### src/sle_pkg.sv
// sle_pkg: shared constants and types for the sorted list engine
// no dependencies; used by every module of the block
package sle_pkg;

  localparam int CAPACITY_DEF = 16;
  localparam int ACT_W        = 2;
  localparam int VAL_W        = 32;
  localparam int POS_W        = 5;
  localparam int STAT_W       = 3;

  localparam logic [ACT_W-1:0] ACT_INSERT = 2'd0;
  localparam logic [ACT_W-1:0] ACT_REMOVE = 2'd1;
  localparam logic [ACT_W-1:0] ACT_SEARCH = 2'd2;
  localparam logic [ACT_W-1:0] ACT_NONE   = 2'd3;

  localparam logic [STAT_W-1:0] ST_OK       = 3'd0;
  localparam logic [STAT_W-1:0] ST_FULL     = 3'd1;
  localparam logic [STAT_W-1:0] ST_EMPTY    = 3'd2;
  localparam logic [STAT_W-1:0] ST_BADPOS   = 3'd3;
  localparam logic [STAT_W-1:0] ST_NOTFOUND = 3'd4;

  typedef struct packed {
    logic ins;
    logic rem;
  } cell_ctrl_t;

endpackage

### src/sle_cell.sv
// sle_cell: one slot of the sorted list, shifts toward either neighbor
// depends on sle_pkg
module sle_cell #(
  parameter int INDEX = 0,
  parameter int CW    = 5,
  parameter int PW    = 5
) (
  input  logic                            clk,
  input  sle_pkg::cell_ctrl_t             ctrl,
  input  logic signed [sle_pkg::VAL_W-1:0] value,
  input  logic [CW-1:0]                   count,
  input  logic [PW-1:0]                   pos,
  input  logic signed [sle_pkg::VAL_W-1:0] left_data,
  input  logic                            left_lt,
  input  logic signed [sle_pkg::VAL_W-1:0] right_data,
  output logic signed [sle_pkg::VAL_W-1:0] data,
  output logic                            lt_occ,
  output logic                            match
);
  import sle_pkg::*;

  localparam logic [CW-1:0] IDX    = CW'(INDEX);
  localparam logic [PW-1:0] IDX_P1 = PW'(INDEX + 1);

  logic occ;
  logic rem_sel;

  assign occ     = IDX < count;
  assign lt_occ  = occ && (data < value);
  assign match   = occ && (data == value);
  assign rem_sel = IDX_P1 >= pos;

  always_ff @(posedge clk) begin
    if (ctrl.ins && !lt_occ) begin
      data <= left_lt ? value : left_data;
    end else if (ctrl.rem && rem_sel) begin
      data <= right_data;
    end
  end

endmodule

### src/sorted_list_engine.sv
// sorted_list_engine: top level, a row of sle_cell slots and the command control
// depends on sle_pkg and sle_cell
//
//   port group   dir  handshake             payload
//   command      in   start, busy           action, value, position
//   result       out  done (one-cycle strobe) status, found_position, entry_count
//
// a command is first latched, then the cells compare and shift
// busy is high in the shift cycle; done follows in the next cycle with the result
// a new command may be started while done is shown
// synchronous reset clears the list length and the control; slot contents stay
// the receiver cannot stall the result, so the block never waits on it
module sorted_list_engine #(
  parameter int CAPACITY = sle_pkg::CAPACITY_DEF
) (
  input  logic                              clk,
  input  logic                              rst,
  input  logic                              start,
  input  logic [sle_pkg::ACT_W-1:0]         action,
  input  logic signed [sle_pkg::VAL_W-1:0]  value,
  input  logic [sle_pkg::POS_W-1:0]         position,
  output logic                              busy,
  output logic                              done,
  output logic [sle_pkg::STAT_W-1:0]        status,
  output logic [sle_pkg::POS_W-1:0]         found_position,
  output logic [sle_pkg::POS_W-1:0]         entry_count
);
  import sle_pkg::*;

  localparam int CW = $clog2(CAPACITY + 1);
  localparam int PW = (CW > POS_W) ? CW : POS_W;
  localparam logic [CW-1:0] CAP_C = CW'(CAPACITY);

  logic [ACT_W-1:0]        op_act;
  logic signed [VAL_W-1:0] op_value;
  logic [POS_W-1:0]        op_pos;
  logic [CW-1:0]           count;
  logic [CW-1:0]           count_next;

  logic signed [VAL_W-1:0] cell_data [CAPACITY];
  logic [CAPACITY-1:0]     cell_lt;
  logic [CAPACITY-1:0]     cell_match;
  cell_ctrl_t              ctrl;

  logic [PW-1:0]     pos_ext;
  logic [PW-1:0]     cnt_ext;
  logic [PW-1:0]     cnt_next_ext;
  logic [PW-1:0]     found_idx;
  logic [STAT_W-1:0] status_next;

  assign pos_ext      = PW'(op_pos);
  assign cnt_ext      = PW'(count);
  assign cnt_next_ext = PW'(count_next);

  always_comb begin
    found_idx = '0;
    for (int i = CAPACITY - 1; i >= 0; i--) begin
      if (cell_match[i]) begin
        found_idx = PW'(i + 1);
      end
    end
  end

  always_comb begin
    ctrl        = '0;
    count_next  = count;
    status_next = ST_OK;
    unique case (op_act)
      ACT_INSERT: begin
        if (count == CAP_C) begin
          status_next = ST_FULL;
        end else begin
          ctrl.ins   = busy;
          count_next = count + 1'b1;
        end
      end
      ACT_REMOVE: begin
        if (count == '0) begin
          status_next = ST_EMPTY;
        end else if (pos_ext == '0 || pos_ext > cnt_ext) begin
          status_next = ST_BADPOS;
        end else begin
          ctrl.rem   = busy;
          count_next = count - 1'b1;
        end
      end
      ACT_SEARCH: begin
        status_next = (found_idx == '0) ? ST_NOTFOUND : ST_OK;
      end
      default: begin
        status_next = ST_OK;
      end
    endcase
  end

  for (genvar g = 0; g < CAPACITY; g++) begin : g_cell
    sle_cell #(
      .INDEX(g),
      .CW   (CW),
      .PW   (PW)
    ) u_cell (
      .clk       (clk),
      .ctrl      (ctrl),
      .value     (op_value),
      .count     (count),
      .pos       (pos_ext),
      .left_data ((g == 0) ? op_value : cell_data[(g == 0) ? 0 : g - 1]),
      .left_lt   ((g == 0) ? 1'b1 : cell_lt[(g == 0) ? 0 : g - 1]),
      .right_data((g == CAPACITY - 1) ? cell_data[g] :
                  cell_data[(g == CAPACITY - 1) ? g : g + 1]),
      .data      (cell_data[g]),
      .lt_occ    (cell_lt[g]),
      .match     (cell_match[g])
    );
  end

  always_ff @(posedge clk) begin
    if (start && !busy) begin
      op_act   <= action;
      op_value <= value;
      op_pos   <= position;
    end
    if (busy) begin
      status         <= status_next;
      found_position <= (op_act == ACT_SEARCH) ? found_idx[POS_W-1:0] : '0;
      entry_count    <= cnt_next_ext[POS_W-1:0];
    end
  end

  always_ff @(posedge clk) begin
    if (rst) begin
      busy  <= 1'b0;
      done  <= 1'b0;
      count <= '0;
    end else begin
      busy <= start && !busy;
      done <= busy;
      if (busy) begin
        count <= count_next;
      end
    end
  end

endmodule

### config.mk
export PLATFORM = sky130hd
export DESIGN_NAME = sorted_list_engine
export DESIGN_NICKNAME = d
export VERILOG_FILES = /design/src/sle_pkg.sv /design/src/sle_cell.sv /design/src/sorted_list_engine.sv
export SDC_FILE = /design/constraint.sdc
export NUM_CORES = 2
export LEC_CHECK = 0
export BUFFER_PORTS_ARGS = -buffer_cell sky130_fd_sc_hd__buf_2
export CAP_MARGIN = 20
export CORE_ASPECT_RATIO = 0.6
export CORE_MARGIN = 2
export CORE_UTILIZATION = 40
export DETAILED_ROUTE_END_ITERATION = 12
export GPL_TIMING_DRIVEN = 0
export PLACE_DENSITY_LB_ADDON = 0.08
export SLEW_MARGIN = 15
export SYNTH_ARGS = -nofsm -noshare
export SYNTH_HDL_FRONTEND = slang
export SYNTH_SLANG_ARGS = --single-unit
### constraint.sdc
create_clock -name clk -period 8.45 [get_ports clk]
set_input_delay 0.4225 -clock clk [delete_from_list [all_inputs] [get_ports clk]]
set_output_delay 0.4225 -clock clk [all_outputs]
set_load 0.005 [all_outputs]
Word-level counts from Yosys, hierarchy flattened

Cells that the tools add are included.

Memories kept: 0
Memory bits (read-only): 0
Output and inout port bits: 15
Input port bits: 42
Bits in writable memories: 0
Logic and storage cells: 270
Latch bits: 0
Flip-flop bits (word level): 571

Shift operators: 0
Multiplexer cells: 75
Reduce and logical (&&, ||, !) cells: 101
Add/subtract/negate cells: 2
$lt $le $gt $ge: 48
Bitwise operators: 0
Multiply operators: 0
Equal/unequal tests: 19
Divide/modulo/power cells: 0

Operators by type and width:

| kind                  | count |
|---|---|
| $mux W32              | 45 |
| $eq A32 B32 Y1        | 16 |
| $lt A32 B32 Y1        | 16 |
| $mux W5               | 19 |
| $logic_and A1 B1 Y1   | 64 |
| $ge A4 B5 Y1 const A  | 8 |
| $lt A4 B5 Y1 const A  | 8 |
| $reduce_bool A2 Y1    | 15 |
| $ge A3 B5 Y1 const A  | 4 |
| $lt A3 B5 Y1 const A  | 4 |
| $logic_not A1 Y1      | 17 |
| $logic_not A5 Y1      | 3 |
| $ge A2 B5 Y1 const A  | 2 |
| $lt A1 B5 Y1 const A  | 2 |
| $lt A2 B5 Y1 const A  | 2 |
| $pmux W5 S2           | 1 |
| $pmux W3 S3           | 1 |
| $mux W1               | 6 |
| $add A5 B1 Y5 const B | 1 |
| $eq A5 B5 Y1 const B  | 1 |
| $ge A1 B5 Y1 const A  | 1 |
| $gt A5 B5 Y1          | 1 |
| $sub A5 B1 Y5 const B | 1 |
| $mux W2               | 2 |
| other kinds (5)       | 5 |

Longest topological paths before layout

Depth in word-level cells: 21
Gate-level depth with buffers: 14

Cells and area by module

Synthesis repeated with hierarchy kept, for this count alone.

Cell total of the unflattened synthesis: 4154
Area, all modules: 47025.1 sq um

Modules (own cells, without submodules):

| module                           | area each (sq um) | cells each | instances |
|---|---|---|---|
| sle_cell (g_cell[13].u_cell ...) | 2743.9            | 234        | 2 |
| sle_cell (g_cell[15].u_cell)     | 3188.1            | 369        | 1 |
| sle_cell (g_cell[7].u_cell)      | 3176.8            | 342        | 1 |
| sle_cell (g_cell[1].u_cell)      | 2780.2            | 227        | 1 |
| sle_cell (g_cell[12].u_cell)     | 2775.2            | 234        | 1 |
| sle_cell (g_cell[0].u_cell)      | 2760.1            | 227        | 1 |
| sle_cell (g_cell[9].u_cell)      | 2755.1            | 235        | 1 |
| sle_cell (g_cell[4].u_cell)      | 2748.9            | 234        | 1 |
| sle_cell (g_cell[6].u_cell)      | 2738.9            | 233        | 1 |
| sle_cell (g_cell[2].u_cell)      | 2736.4            | 232        | 1 |
| sle_cell (g_cell[14].u_cell)     | 2731.4            | 232        | 1 |
| sorted_list_engine               | 2645.0            | 209        | 1 |
| sle_cell (g_cell[10].u_cell)     | 2632.5            | 227        | 1 |
| sle_cell (g_cell[11].u_cell)     | 2628.8            | 229        | 1 |
| +2 rows                          | -                 | -          | - |

Worst setup path before layout

Ideal clock, no wire load.

Path kind: reg-to-reg
Start point: register count[1] (netlist: cnt_ext[1])
End point: register g_cell[1].u_cell.data[0] in the netlist's numbering (enable)
Path buffers: 1
Stages on the path, launching flop included: 12
Path slack: 3.058 ns
Arrival: 4.927 ns
Cell sequence: dfxtp_1 > clkbuf_1 > inv_1 > ha_1 > nor2b_1 > o21a_1 > o21a_1 > o21a_1 > o22a_1 > nor4b_2 > nand2_1 > o21ai_0

Cells in the longest elaborated chain, start to end: 7
Elaborated cells on any way between the ends: 15
Classes of those cells: order compare (2); eq/ne (1); mux (5); reduce/logical (7)

Ends and longest elaborated chain:

| item                                    | RTL line                  | RTL |
|---|---|---|
| start, declared                         | sorted_list_engine.sv:37  | `logic [CW-1:0] count;` |
| start signal, assigned                  | sorted_list_engine.sv:139 | `count <= count_next;` |
| $gt A5 B5 Y1                            | sorted_list_engine.sv:80  | `end else if (pos_ext == '0 \|\| pos_ext > cnt_ext) begin` |
| $logic_or A1 B1 Y1                      | sorted_list_engine.sv:80  |  |
| $mux W1                                 | sorted_list_engine.sv:80  |  |
| $mux W1                                 | sorted_list_engine.sv:78  | `if (count == '0) begin` |
| $mux W1                                 | sorted_list_engine.sv:68  | `unique case (op_act)` |
| $logic_and A1 B1 Y1                     | sle_cell.sv:36            | `end else if (ctrl.rem && rem_sel) begin` |
| $reduce_bool A2 Y1 (no source line) (*) | -                         |  |
| end signal, assigned                    | sle_cell.sv:35            | `data <= left_lt ? value : left_data;` |
| end signal, assigned                    | sle_cell.sv:37            | `data <= right_data;` |
| end, declared                           | sle_cell.sv:16            | `output logic signed [sle_pkg::VAL_W-1:0] data,` |

Mark *: on every way between the ends. The rest lies on a longest branch, timed or not.
A chain may end at the register's enable or synchronous reset.

Worst setup path in the final report

Start point: register op_value[17]
End point: register g_cell[5].u_cell.data[6] in the netlist's numbering (enable)

Cells in the longest elaborated chain, start to end: 5

Ends and longest elaborated chain:

| item                                | RTL line                  | RTL |
|---|---|---|
| start, declared                     | sorted_list_engine.sv:35  | `logic signed [VAL_W-1:0] op_value;` |
| start signal, assigned              | sorted_list_engine.sv:120 | `op_value <= value;` |
| $lt A32 B32 Y1                      | sle_cell.sv:29            | `assign lt_occ = occ && (data < value);` |
| $logic_and A1 B1 Y1                 | sle_cell.sv:29            |  |
| $logic_not A1 Y1                    | sle_cell.sv:34            | `if (ctrl.ins && !lt_occ) begin` |
| $logic_and A1 B1 Y1                 | sle_cell.sv:34            |  |
| $reduce_bool A2 Y1 (no source line) | -                         |  |
| end signal, assigned                | sle_cell.sv:35            |  |
| end signal, assigned                | sle_cell.sv:37            |  |
| end, declared                       | sle_cell.sv:16            |  |

No other way between the ends.

==> impl_metrics.ini <==
[route]
viasPerCell = 6.12
routed_wirelength_mm = 153
vias = 32900
drc = 0
dr.pass1.iters = 5
ant_nets = 0
first_iter_violations = 3614
drt-wirelength-per-cell_um = 28.4

[sta]
tightest_slew_ns = 1.18
max_slew_margin_pct = 21.5
tns_ns = 0
finClkSkew_ns = 0.0172
hold_violations = 0
min_period_ns = 6.50
fmax_mhz = 154
setup_viol_count_final = 0
holdWs_ns = 0.105
slew_viol_final = 0
fin_crit_sh_pct = 76.9
rsz0062_at_grt = no

[logic_synthesis]
ys.flop_type = edfxtp_1
syn-cell-area_sq_mm = 0.0411
ys_warn_count = 0
ys_top_cells_by_area = edfxtp_1, ha_1, mux2i_1
synth_top_cell_area_share_pct = 41.2
synth_edf_count = 564
syn_inst = 3809
synth.avg_cell_area_sq_um = 10.8
synth_top_cells_by_count = edfxtp_1, ha_1, a21oi_1
synth_seq_cells = 571
yosys.cell_types.count = 80
yosysMostFrequentCell = edfxtp_1
syn-num-nets = 4371
async_flop_share_pct = 0
yosysTopAreaCell = edfxtp_1
synth.yosys.seq_area_share_pct = 41.6

[clock_tree]
cts_tree = done
clock_path_buffers = 3
cts_resized = 0
cts_sinks = 571
root_buffer = clkbuf_16
htreeDepth = 3
cts_buffers = 66
cts.clk_slew.worst_paths_ns = 0.06
worstSkewPairLatency_ns = 0.66

[global_route]
grt_pass1_vias = 32100
grt_use_total_pct = 28.7
antenna_found_initial = 4
grt_first_pass_wirelength_mm = 221
overflow = 0
grt_max_degree = 33

[layout]
multi_input_area_sq_mm = 0.0229
nets = 4562
drive_above_1_share_pct = 8.99
fin_util_pct = 45.7
regArea_sq_mm = 0.0171
num-fill-cells = 9531
synthToLayoutAreaGrowth_pct = 12.6

[min_path]
hold_path_class = in -> reg

[critical_path]
cp_top_family = buffers and inverters
cp_cell_sequence = inv_1 > ha_1 > nand4_1 > nor4_1 > nand2_1 > a311oi_1 > a211oi_1 > mux2i_1 > and2_1 > buf_2 > buf_4 > a31o_2 > buf_16
required_ns = 8.81
critical_path.startpoint_type = flop
arrival_ns = 6.86
crit_fanout = 19
critical-path-slowest-cell = nor4_1
endpoint_kind = flop
path_buf_inv = 4
criticalPathCategory = reg -> reg
slowest_delay_ns = 0.85

[die]
die_area_sq_mm = 0.105
io_pins = 57
initial_core_util_pct = 40.6
die-height_um = 252
num_rows = 90
coreArea_sq_mm = 0.101
fp.dieW_um = 418

[placement]
hpwl_mm = 125
port-buffer-count = 56
finalWeightedCongestion = 0.923

[job]
maxCapViolCount = 0

[pwr]
ir_drop_mv = 0.154
p_leak_nw = 18.8
p_per_area_mw_per_mm2 = 157

[outcome]
outcome = finished clean
==> report_power, final <==
group	internal [W]	switching [W]
Sequential	0.00317	0.000101
Clock	0.00173	0.00130
Combinational	0.000345	0.000605
==> logic make-up after synthesis <==
| logic type | synth area share (%) |
|---|---|
| AOI/OAI and AO/OA | 16.0 |
| and+or+nand+nor | 9.82 |
| DFF | 41.6 |
| muxes | 13.6 |
| adders and majority gates | 15.8 |
| buffers and inverters | 3.05 |
| xor gates and xnor gates | 0.0640 |
==> placed cells by master (no fill, tap or decap), types with 27 or more instances in the layout <==
master         netlist  final
ha_1               520    520
o21a_1              57     57
nand2_1            106    105
a31oi_1            106    105
a211oi_1            27     27
nand3_1            110    110
o21ai_1             76     74
mux2_1             180    180
clkbuf_16            0     72
dlygate4sd3_1        0     39
clkbuf_1           161    173
nor3_1              73     72
mux2i_1            241    241
edfxtp_1           564    564
a21o_1              97     96
a21oi_1            393    393
o31a_1              35     35
nand2b_1            49     46
nand4_1             95     95
nor2_1             245    245
o21ai_0            154    153
inv_1               82     82
mux2_2             102    102
buf_2               42     98
==> metrics by stage <==
| step | total power [W] | setup WS, ns | std cells | instance area [sq um] |
|---|---|---|---|---|
| floorplan | 0.00387 | 3.06 | 3809 | 41100 |
| global placement | 0.00421 | -0.649 | 5199 | 43000 |
| detailed placement | 0.00424 | 2.08 | 5223 | 43600 |
| CTS | 0.00725 | 2.07 | 5377 | 46100 |
| global route | 0.00747 | 1.96 | 5381 | 46200 |
| finish | 0.00725 | 1.95 | 5382 | 46200 |
==> final cells by class <==
cell class | count | share of cell area [%]
buffer | 228 | 2.04
clock inverter | 29 | 0.625
timing repair buffer | 123 | 2.66
clock buffer | 86 | 4.01
inverter | 83 | 0.674
tap | 1334 | 3.61
antenna | 1 | 0.00541
multi-input combinational | 2927 | 49.5
sequential | 571 | 36.9
==> layer usage <==
layer	GRT usage (%)	vias up	routed length, um
li1	-	15200	-
met1	46.3	16200	77700
met2	38.6	1315	58700
met3	5.60	156	13500
met4	5.98	6	2910
met5	0.733	-	133
==> timing repair <==
| action | 4_1_cts | 5_1_grt |
|---|---|---|
| hold buffers | 39 | 0 |
| buffers inserted | 0 | 0 |
| endpoints found under the hold margin | 39 | 0 |
==> registers in the layout, summed over array words and instances (netlist names) <==
register / flops
busy: 1
cnt_ext: 5
done: 1
entry_count: 5
found_position: 5
g_cell.u_cell.data: 512
op_act: 2
op_pos: 5
op_value: 32
status: 3
==> worst register-to-register path, stage by stage (launching register included) <==
cell and delay, ns:
edfxtp_1 0.82, inv_1 0.75, ha_1 0.59, nand4_1 0.11
nor4_1 0.85, nand2_1 0.19, a311oi_1 0.64, a211oi_1 0.17
mux2i_1 0.77, and2_1 0.22, buf_2 0.20, buf_4 0.25
a31o_2 0.42, buf_16 0.22
==> final timing paths <==
check                       startpoint                   endpoint  slack, ns  depth (start not counted)
max reg2reg               op_value[17]   g_cell[5].u_cell.data[6]       1.95                         13
min                                rst                 cnt_ext[4]       0.11                          2
max                       op_value[17]   g_cell[5].u_cell.data[6]       1.95                         13
min reg2reg  g_cell[15].u_cell.data[5]  g_cell[14].u_cell.data[5]       0.59                          1
Note: power is estimated with default switching activity, not from simulation.
